## config.mk

```make
export PLATFORM = sky130hd
export DESIGN_NAME = lmsdb_frame_ram
export DESIGN_NICKNAME = d
export VERILOG_FILES = /design/src/rtl/core/lmsdb_frame_ram.sv
export SDC_FILE = /design/constraint.sdc
export NUM_CORES = 2
export LEC_CHECK = 0
export BUFFER_PORTS_ARGS = -buffer_cell sky130_fd_sc_hd__buf_2
export CORE_MARGIN = 2
export CORE_UTILIZATION = 59
export CTS_CLUSTER_DIAMETER = 150
export DETAILED_ROUTE_END_ITERATION = 10
export GPL_ROUTABILITY_DRIVEN = 0
export GPL_TIMING_DRIVEN = 0
export PLACE_DENSITY = 0.75
export SLEW_MARGIN = 20
export SYNTH_ARGS = -nofsm -noshare
export SYNTH_HDL_FRONTEND = slang
export SYNTH_SLANG_ARGS = --single-unit
```

## constraint.sdc

```tcl
create_clock -name clk_i -period 10.9 [get_ports clk_i]
set_input_delay 2.18 -clock clk_i [delete_from_list [all_inputs] [get_ports clk_i]]
set_output_delay 2.18 -clock clk_i [all_outputs]
set_load 0.03 [all_outputs]
```

## src/rtl/core/lmsdb_frame_ram.sv

```systemverilog
// ----------------------------------------------------------------------------
// Frame memory
// Single write port, single read port, registered read data.
// ----------------------------------------------------------------------------
module lmsdb_frame_ram #(
  parameter int AW = 7,
  parameter int DW = 24
) (
  input  logic          clk_i,
  input  logic          we_i,
  input  logic [AW-1:0] waddr_i,
  input  logic [DW-1:0] wdata_i,
  input  logic          re_i,
  input  logic [AW-1:0] raddr_i,
  output logic [DW-1:0] rdata_o
);

  logic [DW-1:0] mem_q [2**AW];
  logic [DW-1:0] rdata_q;

  always_ff @(posedge clk_i) begin
    if (we_i) begin
      mem_q[waddr_i] <= wdata_i;
    end
    // read data holds while the read port is idle
    if (re_i) begin
      rdata_q <= mem_q[raddr_i];
    end
  end

  assign rdata_o = rdata_q;

endmodule

```

Word-level counts from Yosys, hierarchy flattened
Memory sizes are Yosys's and may differ from the RTL's. A register that Yosys moved wholly into a read port is not among the register bits.
Cells that the tools add are included.
{ "word_totals": {"register_bits": 0, "ram_bits": 3072, "input_bits": 41, "out_inout_bits": 24, "mem_count": 1} }
{ "op_classes": {"muxes": 2} }
{ "mem_list": {"columns": ["name", "words", "width", "rd", "rd_ports_with_merged_regs", "wr", "line_no", "text"], "rows": [
  ["mem_q", 128, 24, 1, 1, 1, "18", "logic [DW-1:0] mem_q [2**AW];"]
]} }
{ "op_table": {"columns": ["operator", "n"], "rows": [
  ["1-bit 2-to-1 mux", 2]
]} }

Depth between registers and ports, before layout
{ "depth": {"ltp_word": 2, "mapped_depth": 8, "ltp_nobuf": 4} }

Worst setup path before layout
OpenSTA, ideal clock, no wires.
{ "synth_timing": {"path_type": "input-to-reg", "from": "in raddr_i[0]", "to": "reg rdata_q[0], in the netlist rdata_o[0], read port of mem_q, data pin", "setup_ns": 0.260, "t_arrival_ns": 4.697, "setup_slack_ns": 5.944, "cell_stages": 7, "path_buffers": 3, "path_cell_list": "clkbuf_1 buf_2 clkbuf_1 mux4_2 mux4_2 mux4_2 mux2_2"} }
{ "synth_rtl": {"columns": ["item", "line_no", "text"], "rows": [
  ["from (decl)", "14", "input logic [AW-1:0] raddr_i,"],
  ["to (decl)", "19", "logic [DW-1:0] rdata_q;"]
]} }

==> impl_summary.log <==
[metrics] result of the run: complete, no violations
[metrics] floorplan die width: roughly 450 um
[metrics] area of the die: about 200000 um^2
[metrics] die height: 450 um
[metrics] cell type with the highest aggregate area in the netlist: sky130_fd_sc_hd__edfxtp_1
[metrics] final worst-path cycle share: 0.537
[metrics] worst setup skew after layout: 55.5 ps
[metrics] critical register-to-register path startpoint: mem_q[4][15]
[metrics] GRT overflow: 0
[metrics] area fraction of the dominant cell type after synthesis: 0.790
[metrics] global-route usage over all layers: 0.326
[metrics] cell with the most instances after synthesis: sky130_fd_sc_hd__edfxtp_1
[metrics] clock network fraction of design power: 0.413
[metrics] clock sinks: approximately 3100
[metrics] buffer levels on the longest clock path: 4
[metrics] XOR/XNOR Fraction of Synth Area: 0
[metrics] hold depth: 4
[metrics] number of top-level pins: 65
[metrics] NetSw: between 5 and 6 mW
[metrics] post-synthesis net count: between 4000 and 5000
[metrics] Hold/Removal Path Class: register to register
[metrics] dominant combinational cell family by area after synthesis: multiplexers
[metrics] post-synth cell types: 15
[metrics] DR vias: between 50000 and 60000
[metrics] worst slack at placement: between 4000 and 5000 ps
[metrics] floorplan row count: 163
[metrics] ranking of synthesized cells by area: sky130_fd_sc_hd__edfxtp_1, sky130_fd_sc_hd__mux4_2, sky130_fd_sc_hd__clkbuf_1
[metrics] Seq/Total Area, Yosys: 0.790
[metrics] kind of start point of the critical path: input port
[metrics] initial standard-cell utilization of the core: 0.595
[metrics] antenna violations before repair: roughly 50
[metrics] final setup TNS: 0 ps
[metrics] final critical path time including I/O delays and setup: 5850 ps
[metrics] maximum resistive drop on vdd: 0.161 mV
[metrics] Final Setup Violations: 0
[metrics] flip-flop and latch count after synthesis: between 3000 and 4000
[metrics] total area of multi-input combinational cells: approximately 25000 um^2
[metrics] number of DRC markers after the initial detailed-route iteration: ~10000
[metrics] aggregate routed wire length: between 300000 and 400000 um
[metrics] portion of total power attributed to sequential cells: 0.531
[metrics] Pint: 19.5 mW
[metrics] maximum operating frequency: approximately 170 MHz
[metrics] slew margin rel.: 0.199
[metrics] number of antenna-violating nets in the routed design: 0
[metrics] CP Data Arrival Time: 6530 ps
[metrics] most used standard cells in the synthesized netlist: sky130_fd_sc_hd__edfxtp_1, sky130_fd_sc_hd__mux4_2, sky130_fd_sc_hd__clkbuf_1
[metrics] Combinational Power Share: 0.056
[metrics] fraction of final layout cells with drive strength greater than 1: 0.357
[metrics] pwr dens: about 180 nW/um^2
[metrics] Seq. cell area: 93000 um^2
[metrics] max capacitance violation total: 0
[metrics] clock buffers created by TritonCTS: between 300 and 400
[metrics] post-synthesis adder-cell area fraction: 0
[metrics] number of warning messages in the yosys log: 0
[metrics] Avg WL per Cell: around 41 um
[metrics] number of cells on the worst reg-to-reg path: 4
[metrics] switching share of power: 0.215
[metrics] number of port buffers: 53
[metrics] setup repair after global routing missed its margin: false
[metrics] Pleak: around 42 nW
[metrics] Setup crit start: raddr_i[0]
[metrics] post-synthesis cell area: ~120000 um^2
[metrics] post-CTS setup repair buffer count: 0
[metrics] fraction of synthesized area in multiplexers: 0.195
[metrics] worst setup path category: input port to register
[metrics] simple-gate share of the synthesized area: 0.00593
[metrics] Post-Place Cell Area: roughly 130000 um^2
[metrics] Max Slew Vio Count: 0
[metrics] vias in the first global route: about 57000
[metrics] Post-synth EDFFs: 3096
[metrics] average instance area after synthesis: between 20 and 30 um^2
[metrics] biggest fanout along the worst timing path: 11
[metrics] worst-margin pin slew: about 1200 ps
[metrics] core box area: roughly 200000 um^2
[metrics] wire length of the first global-routing pass: approximately 460000 um
[metrics] maximum number of pins on one net before global-route repair: 89
[metrics] Top FF cell, synth: sky130_fd_sc_hd__edfxtp_1
[metrics] count of nets after finishing: slightly above 5000
[metrics] Remaining DRCs: 0
[metrics] nature of the critical path endpoint: register
[metrics] final hold viol count: 0
[metrics] Post-Layout Inst Area: between 100000 and 150000 um^2
[metrics] Clk pin slew, worst setup/hold paths: approximately 60 ps
[metrics] DPL Wire Length: a little under 200000 um
[metrics] area fraction in compound gates after synthesis: 0
[metrics] worst setup slack after layout: between 5000 and 6000 ps
[metrics] filler cell count in the final layout: ~11000
[metrics] Resized Gates After CTS: 0
[metrics] share of flip-flops with an asynchronous set or reset: 0
[metrics] Clock Latency Late Sink: 960 ps
[metrics] Synth Instances: ~4500
[metrics] CTS H-tree depth: 5
[metrics] signed area change from the synthesized netlist to the final layout: 15.3%
[metrics] endpoint required time on the critical path: between 10000 and 15000 ps
[metrics] min-delay src: mem_q[126][10]
[metrics] Post-CTS Hold Buffers: 0
[metrics] average vias per placed instance: 7.19
[metrics] number of detailed-routing iterations run before antenna repair: 7
[metrics] clock root buffer master: sky130_fd_sc_hd__clkbuf_16
[metrics] TritonCTS clock tree: done
==> final timing paths <==
| path | slack, ps | to |
|---|---|---|
| setup reg to reg | 7990 | rdata_o[15] |
| setup / recovery | 5050 | rdata_o[15] |
| hold reg to reg | 1250 | rdata_o[10] |
| hold / removal | 1250 | rdata_o[10] |
==> state kept, by name, summed over array words and instances (netlist names) <==
register	count
mem_q	3072
rdata_o	24
==> metal layers <==
metal,global-route usage,vias up,wire length [um]
met5,0.00118,-,246
met4,0.148,34,18100
met3,0.0921,875,41900
met2,0.516,4902,160000
met1,0.428,30334,108000
li1,-,21084,-
==> logic make-up (layout without fill, tap and decap cells) <==
| group | after synthesis | in the layout |
|---|---|---|
| buffers and inverters | 240 | 991 |
| flip-flops | 3096 | 3096 |
| multiplexers | 1032 | 1032 |
| other | 0 | 31 |
| AND/OR/NAND/NOR | 170 | 170 |
==> final cells by class <==
| class | instances | area share |
|---|---|---|
| Sequential cell | 3096 | 0.685 |
| Multi-Input combinational cell | 1202 | 0.181 |
| Buffer | 240 | 0.00769 |
| Clock buffer | 385 | 0.0608 |
| Antenna cell | 31 | 0.000572 |
| Clock inverter | 138 | 0.00865 |
| Tap cell | 2640 | 0.0243 |
| Timing Repair Buffer | 228 | 0.0312 |
==> per-stage QoR <==
step	util	std cells	hold WS, ps	power [mW]
finish	0.686	7960	1250	24.8
global route	0.686	7952	1280	25.3
CTS	0.686	7929	1260	24.8
detailed placement	0.638	7406	1240	14.7
global placement	0.613	7231	1230	14.7
floorplan	-	4538	1150	14.1
==> critical path, stage by stage <==
cell and delay [ps]:
sky130_fd_sc_hd__clkbuf_1 120, sky130_fd_sc_hd__buf_2 350, sky130_fd_sc_hd__buf_2 760, sky130_fd_sc_hd__buf_2 760
sky130_fd_sc_hd__mux4_2 590, sky130_fd_sc_hd__mux4_2 580, sky130_fd_sc_hd__mux4_2 690, sky130_fd_sc_hd__mux2_2 410
==> placed cells by master (no fill, tap or decap), types with 3 or more instances in the layout <==
cell and n:
sky130_fd_sc_hd__nor2_1 3, sky130_fd_sc_hd__buf_4 33, sky130_fd_sc_hd__nor2b_1 7, sky130_fd_sc_hd__inv_6 3, sky130_fd_sc_hd__clkinvlp_4 5, sky130_fd_sc_hd__clkbuf_16 320, sky130_fd_sc_hd__nand2_1 14, sky130_fd_sc_hd__nand4_1 3
sky130_fd_sc_hd__buf_1 18, sky130_fd_sc_hd__buf_6 21, sky130_fd_sc_hd__mux4_2 1008, sky130_fd_sc_hd__nor2_4 119, sky130_fd_sc_hd__bufinv_16 21, sky130_fd_sc_hd__buf_12 50, sky130_fd_sc_hd__buf_2 94, sky130_fd_sc_hd__clkinv_2 38
sky130_fd_sc_hd__diode_2 31, sky130_fd_sc_hd__mux2_2 24, sky130_fd_sc_hd__clkbuf_1 178, sky130_fd_sc_hd__nor3_2 9, sky130_fd_sc_hd__buf_16 94, sky130_fd_sc_hd__clkinv_1 68, sky130_fd_sc_hd__clkbuf_2 43, sky130_fd_sc_hd__edfxtp_1 3096
sky130_fd_sc_hd__nand3_1 12
==> power by group through the flow <==
| stage | logic (mW) | registers, mW | clock network (mW) |
|---|---|---|---|
| 2_1_floorplan | 0.637 | 13.4 | 0 |
| 3_3_place_gp | 1.22 | 13.4 | 0 |
| 3_5_place_dp | 1.32 | 13.4 | 0 |
| 4_1_cts | 1.36 | 13.2 | 10.3 |
| 5_1_grt | 1.42 | 13.2 | 10.7 |
| 6_report | 1.39 | 13.2 | 10.3 |
(Power assumes the default switching activity.)
