### src/rtl/core/lmsdb_pkg.sv
// ----------------------------------------------------------------------------
// LED matrix scan package
// Command codes, word layouts and colour helpers shared by the scan driver.
// ----------------------------------------------------------------------------
package lmsdb_pkg;

  localparam int unsigned RowW   = 3;
  localparam int unsigned ColorW = 24;

  typedef enum logic [2:0] {
    CMD_SET_PIXEL = 3'd0,
    CMD_FILL      = 3'd1,
    CMD_REPAINT   = 3'd2,
    CMD_WHITE_BAL = 3'd3,
    CMD_TICK      = 3'd4
  } cmd_e;

  // white balance shifts only the low 6 bits of each colour
  localparam logic [ColorW-1:0] WbMask = 24'h3F3F3F;

  typedef struct packed {
    logic [2:0]        command;
    logic [2:0]        column;
    logic [RowW-1:0]   row;
    logic [ColorW-1:0] color;
  } cmd_word_t;

  typedef struct packed {
    logic [ColorW-1:0] shift_word;
    logic              six_bit_mode;
    logic              bank_select;
    logic              latch_pulse;
    logic [7:0]        row_enable;
    logic              last;
  } out_word_t;

  // side information that travels with a word through the read pipeline
  typedef struct packed {
    logic              from_mem;
    logic [ColorW-1:0] cword;
    logic              six;
    logic              bank;
    logic              latch;
    logic [7:0]        rows;
    logic              last;
  } word_tag_t;

  // red/green/blue in, blue/green/red out
  function automatic logic [ColorW-1:0] to_shift_order(input logic [ColorW-1:0] c);
    return {c[7:0], c[15:8], c[23:16]};
  endfunction

  function automatic logic [7:0] row_onehot(input logic [RowW-1:0] r);
    return 8'h01 << r;
  endfunction

endpackage

### src/rtl/core/lmsdb_stream_if.sv
// ----------------------------------------------------------------------------
// Valid/ready stream channel
// One word per clock edge with valid and ready both high.
// ----------------------------------------------------------------------------
interface lmsdb_stream_if #(
  parameter type T = logic
) ();

  logic valid;
  logic ready;
  T     payload;

  modport source (output valid, output payload, input ready);
  modport sink   (input valid, input payload, output ready);

endinterface

### src/rtl/core/lmsdb_out_stage.sv
// ----------------------------------------------------------------------------
// Output stage
// Read-data stage plus output register; stalls hold both without loss.
// ----------------------------------------------------------------------------
module lmsdb_out_stage
  import lmsdb_pkg::*;
(
  input  logic              clk_i,
  input  logic              rst_ni,
  input  logic              issue_valid_i,
  input  word_tag_t         issue_tag_i,
  output logic              issue_ready_o,
  input  logic [ColorW-1:0] rdata_i,
  lmsdb_stream_if.source    word_o
);

  logic      s1_valid_q, s1_valid_d;
  word_tag_t s1_tag_q;
  logic      out_valid_q, out_valid_d;
  out_word_t out_word_q, out_word_d;
  logic      adv_out;
  logic      issue_fire;

  assign adv_out       = !out_valid_q || word_o.ready;
  assign issue_ready_o = !s1_valid_q || adv_out;
  assign issue_fire    = issue_valid_i && issue_ready_o;

  always_comb begin
    s1_valid_d  = issue_fire ? 1'b1 : (adv_out ? 1'b0 : s1_valid_q);
    out_valid_d = adv_out ? s1_valid_q : out_valid_q;
    // memory data arrives registered with stage one and holds until the next read
    out_word_d.shift_word   = s1_tag_q.from_mem ? to_shift_order(rdata_i) : s1_tag_q.cword;
    out_word_d.six_bit_mode = s1_tag_q.six;
    out_word_d.bank_select  = s1_tag_q.bank;
    out_word_d.latch_pulse  = s1_tag_q.latch;
    out_word_d.row_enable   = s1_tag_q.rows;
    out_word_d.last         = s1_tag_q.last;
  end

  always_ff @(posedge clk_i or negedge rst_ni) begin
    if (!rst_ni) begin
      s1_valid_q  <= 1'b0;
      out_valid_q <= 1'b0;
    end else begin
      s1_valid_q  <= s1_valid_d;
      out_valid_q <= out_valid_d;
    end
  end

  always_ff @(posedge clk_i) begin
    if (issue_fire) begin
      s1_tag_q <= issue_tag_i;
    end
    if (adv_out && s1_valid_q) begin
      out_word_q <= out_word_d;
    end
  end

  assign word_o.valid   = out_valid_q;
  assign word_o.payload = out_word_q;

endmodule

### src/flat_wrapper.sv
// flat-port wrapper written by rule: the top's interface ports become plain ports
module lmsdb_out_stage_flat import lmsdb_pkg::*;
  (clk_i, rst_ni, issue_valid_i, issue_tag_i, issue_ready_o, rdata_i, word_o_valid, word_o_payload, word_o_ready);
  lmsdb_stream_if word_o_i ();
  input  logic clk_i;
  input  logic rst_ni;
  input  logic issue_valid_i;
  input  word_tag_t issue_tag_i;
  output logic issue_ready_o;
  input  logic [ColorW-1:0] rdata_i;
  output wire logic [$bits(word_o_i.valid)-1:0] word_o_valid;
  output wire logic [$bits(word_o_i.payload)-1:0] word_o_payload;
  input wire logic [$bits(word_o_i.ready)-1:0] word_o_ready;
  assign word_o_valid = word_o_i.valid;
  assign word_o_payload = word_o_i.payload;
  assign word_o_i.ready = word_o_ready;
  lmsdb_out_stage u_core (.clk_i(clk_i), .rst_ni(rst_ni), .issue_valid_i(issue_valid_i), .issue_tag_i(issue_tag_i), .issue_ready_o(issue_ready_o), .rdata_i(rdata_i), .word_o(word_o_i));
endmodule
### config.mk
export PLATFORM = sky130hd
export DESIGN_NAME = lmsdb_out_stage_flat
export DESIGN_NICKNAME = d
export VERILOG_FILES = /design/src/rtl/core/lmsdb_pkg.sv /design/src/rtl/core/lmsdb_stream_if.sv /design/src/rtl/core/lmsdb_out_stage.sv /design/src/flat_wrapper.sv
export SDC_FILE = /design/constraint.sdc
export NUM_CORES = 1
export LEC_CHECK = 0
export BUFFER_PORTS_ARGS = -buffer_cell sky130_fd_sc_hd__buf_2
export CAP_MARGIN = 20
export CORE_AREA = 3 3 40 42
export DETAILED_ROUTE_END_ITERATION = 12
export DIE_AREA = 0 0 43 45
export GPL_TIMING_DRIVEN = 0
export PLACE_DENSITY_LB_ADDON = 0.25
export REMOVE_ABC_BUFFERS = 1
export SYNTH_ARGS = -nofsm -noshare
export SYNTH_HDL_FRONTEND = slang
export SYNTH_SLANG_ARGS = --single-unit
### constraint.sdc
create_clock -name clk_i -period 1.2 [get_ports clk_i]
set_input_delay 0.24 -clock clk_i [delete_from_list [all_inputs] [get_ports clk_i]]
set_output_delay 0.24 -clock clk_i [all_outputs]
set_load 0.03 [all_outputs]
**Word-level counts from Yosys, hierarchy flattened**

Index checks and enable logic that the tools add are counted.

- Add/sub/neg operators: 0
- Multipliers: 0
- Div/mod/pow operators: 0
- Order comparisons: 0
- Eq/ne operators: 0
- Shift operators: 0
- Mux-type cells: 2
- Bitwise operators: 0
- Reduce and logical (&&, ||, !) cells: 7

Operators by type and width:

| cell | count |
|---|---|
| $logic_and A1 B1 Y1 | 2 |
| $logic_not A1 Y1 | 2 |
| $logic_or A1 B1 Y1 | 2 |
| $mux W1 | 2 |
| $reduce_bool A2 Y1 | 1 |

- Bits in registers: 4
- Bits in latches: 0
- Bits in writable memories: 0
- Memory bits (read-only): 0
- Input port bits: 65
- Output and inout bits: 3
- Logic and storage cells: 13
- Memories: 0

**Longest topological paths before layout**

- Depth after elaboration: 5
- Depth in mapped cells: 2

**Least setup slack after synthesis**

Ideal clock, no wire load.

- Path type: register -> register
- Start: register u_core.out_valid_q (netlist: u_core.word_o.valid)
- End: register u_core.s1_tag_q, in the netlist u_core.out_word_d[0] (enable)
- Arrival: 0.938 ns
- Required time: 0.961 ns
- Setup slack: 0.024 ns
- Stages on the path, launching flop included: 3
- Path buffers: 0
- Path through: dfrtp_1 -> nand3b_4 -> and2_4

- Cells in the longest elaborated chain, start to end: 4

RTL lines:

| element | line | text |
|---|---|---|
| start: declaration | lmsdb_out_stage.sv:19 | `logic out_valid_q, out_valid_d;` |
| start signal: assignment | lmsdb_out_stage.sv:46 | `out_valid_q <= out_valid_d;` |
| $logic_not A1 Y1 | lmsdb_out_stage.sv:24 | `assign adv_out = !out_valid_q \|\| word_o.ready;` |
| $logic_or A1 B1 Y1 | lmsdb_out_stage.sv:24 |  |
| $logic_or A1 B1 Y1 | lmsdb_out_stage.sv:25 | `assign issue_ready_o = !s1_valid_q \|\| adv_out;` |
| via issue_ready_o | flat_wrapper.sv:9 | `output logic issue_ready_o;` |
| $logic_and A1 B1 Y1 | lmsdb_out_stage.sv:26 | `assign issue_fire = issue_valid_i && issue_ready_o;` |
| via u_core.issue_fire | lmsdb_out_stage.sv:22 | `logic issue_fire;` |
| end signal: assignment | lmsdb_out_stage.sv:52 | `s1_tag_q <= issue_tag_i;` |
| end: declaration | lmsdb_out_stage.sv:18 | `word_tag_t s1_tag_q;` |

The timed path passes the listed nets, and every way through them passes these cells.
A chain may end at the register's enable or synchronous reset.

**Worst setup path after layout**

- Start: register u_core.out_valid_q (netlist: u_core.word_o.valid)
- End: output port issue_ready_o

- Cells in the longest elaborated chain, start to end: 3

RTL lines:

| element | line |
|---|---|
| $logic_not A1 Y1 | lmsdb_out_stage.sv:24 |
| $logic_or A1 B1 Y1 | lmsdb_out_stage.sv:24 |
| $logic_or A1 B1 Y1 | lmsdb_out_stage.sv:25 |
| end: declaration | flat_wrapper.sv:9 |

No other way between the ends.

==> flow_summary.json <==
{
  "status": "finished, final reports clean",
  "ant_nets": 0,
  "areaGrowthSynthToFinish_pct": 58.78,
  "die_h_um": 45,
  "critPathLaunchType": "flop",
  "cts_tree": "done",
  "synth.cell_area_um2": 163.9,
  "num_antenna_cells": 0,
  "h-tree-depth": 1,
  "drive_gt1_share_pct": 54.55,
  "first_pass_iters": 1,
  "hold_depth": 1,
  "total_power_uw": 407.9,
  "powerDensity_nw_per_um2": 1567,
  "max_slew_margin_pct": 89.69,
  "rsz0062_at_grt": "false",
  "mostFrequentLayoutCells": "buf_2, nand2b_1, clkbuf_4",
  "path_max_fanout": 3,
  "arrival_ns": 0.88,
  "reg2regPathDepth": 2,
  "num_rows": 13,
  "synth_cells": 10,
  "setup_viol": 0,
  "min_period_over_period_pct": 93.23,
  "tightest_slew_ns": 0.1546,
  "wl_um": 326,
  "avgSynthCellArea_um2": 16.39,
  "wire_per_inst_um": 8.811,
  "drtIter0Drc": 0,
  "path_clk_slew_ns": 0.05,
  "grt_antenna_before_repair": 0,
  "start_util_pct": 12.76,
  "port_buffers": 7,
  "nNetsFinal": 88,
  "clock_path_buffers": 2,
  "grt_start_max_net_pins": 4,
  "clock_latency_ns": 0.24,
  "postCtsSetupRepairBufs": 0,
  "yosysSeqAreaShare_pct": 67.18,
  "gp_congestion": 0.5849,
  "num_vias": 117,
  "cts_made_buffers": 3,
  "yosysUniqueCellTypes": 6,
  "drv_cap": 0,
  "layout_commonest_cell": "buf_2",
  "p_leak_nw": 0.1162,
  "min_period_ns": 1.119,
  "core_um2": 1285,
  "via_per_inst": 3.162,
  "setup.worst_path.end_class": "output pin",
  "grt_pass1_vias": 127,
  "grt_usage_pct": 4.595,
  "grt_first_pass_wirelength_um": 517,
  "ys_seq_elements": 4,
  "worst-setup-path-type": "flop to output pin",
  "grt-ovfl-total": 0,
  "top_level_ports": 68,
  "hold_viol": 0,
  "fmaxAchievable_ghz": 0.8938,
  "hold_path_class": "input pin to flop",
  "dieArea_um2": 1935,
  "vdd_ir_drop_max_v": 0.0006092,
  "route.detailed.drc": 0,
  "final_max_slew_viol_count": 0,
  "die_w_um": 43,
  "tns_ns": 0,
  "critPathRequiredTime_ns": 0.96,
  "clockRootBuffer": "clkbuf_4",
  "ys.warnings.count": 0,
  "cts.sinks": 4,
  "finClkSkew_ns": 0.01053
}
per-layer routing:
metal / up-vias / wire length [um] / GRT usage, % / part of all wire, %
met5: - / 0 / 0 / 0
met2: 10 / 125 / 4.192 / 38
met1: 51 / 145 / 4.136 / 44
met3: 0 / 56 / 7.171 / 17
li1: 56 / - / - / -
met4: 0 / 0 / 3.614 / 0
worst max-delay path: stages, from the launching register on:
cell      delay [ns]
dfrtp_1         0.40
nand3b_4        0.10
buf_6           0.15
flip-flops by register name (all words and copies together), names as in the netlist:
| register | cells |
|---|---|
| u_core.s1_valid_q | 1 |
| u_core.word_o.payload | 1 |
| u_core.out_word_d | 1 |
| u_core.word_o.valid | 1 |
layout make-up:
cell class | instances | area [um2]
clock buffers | 4 | 26.28
repair buffers | 8 | 51.30
multi-input cells | 6 | 53.80
fillers | 141 | 1025
well taps | 15 | 18.77
flip-flops and latches | 4 | 110.1
what timing repair did:
action,CTS,global route
hold buffers,1,0
gates resized for setup,0,3
endpoints found under the hold margin,2,0
setup endpoints to repair,0,1
stage by stage:
stage                     setup slack [ns]  util, %  area, um2  std cells  hold WS, ns
after global routing               0.01831    20.25      260.3         37       0.1658
final                              0.08123    20.25      260.3         37       0.1792
after CTS                         0.008896    19.77      254.0         37       0.1759
after global placement              0.2765    16.94      217.7         32      0.02622
after floorplan                    0.02360        -      163.9         10     -0.05559
after detailed placement            0.2651    16.94      217.7         32      0.02824
power breakdown:
group	internal, mW	total (mW)	switching, mW
Combinational	0.0272	0.0560	0.0288
Sequential	0.156	0.164	0.00749
Clock	0.125	0.188	0.0630
Total	0.309	0.408	0.0993
logic make-up after synthesis:
logic type,after synthesis,synth area share (%)
AND/OR/NAND/NOR,6,32.83
flip-flops,4,67.18
cells in the mapped netlist:
cell type  count  area share [%]
nand2b_1       3              11
dfrtp_1        2              31
edfxtp_1       2              37
and2_1         1             3.8
and2_4         1             5.3
nand3b_4       1              12
worst paths after layout:
path                                       from                     to  slack (ns)
min reg2reg                u_core.out_word_d[0]  u_core.word_o.payload        0.43
max reg2reg                 u_core.word_o.valid   u_core.out_word_d[0]        0.28
max                         u_core.word_o.valid          issue_ready_o        0.08
max in group asynchronous                rst_ni      u_core.s1_valid_q        0.78
min                              issue_tag_i[0]   u_core.out_word_d[0]        0.18
min in group asynchronous                rst_ni      u_core.s1_valid_q        0.33
No activity file was read; power rests on OpenSTA's default activity.
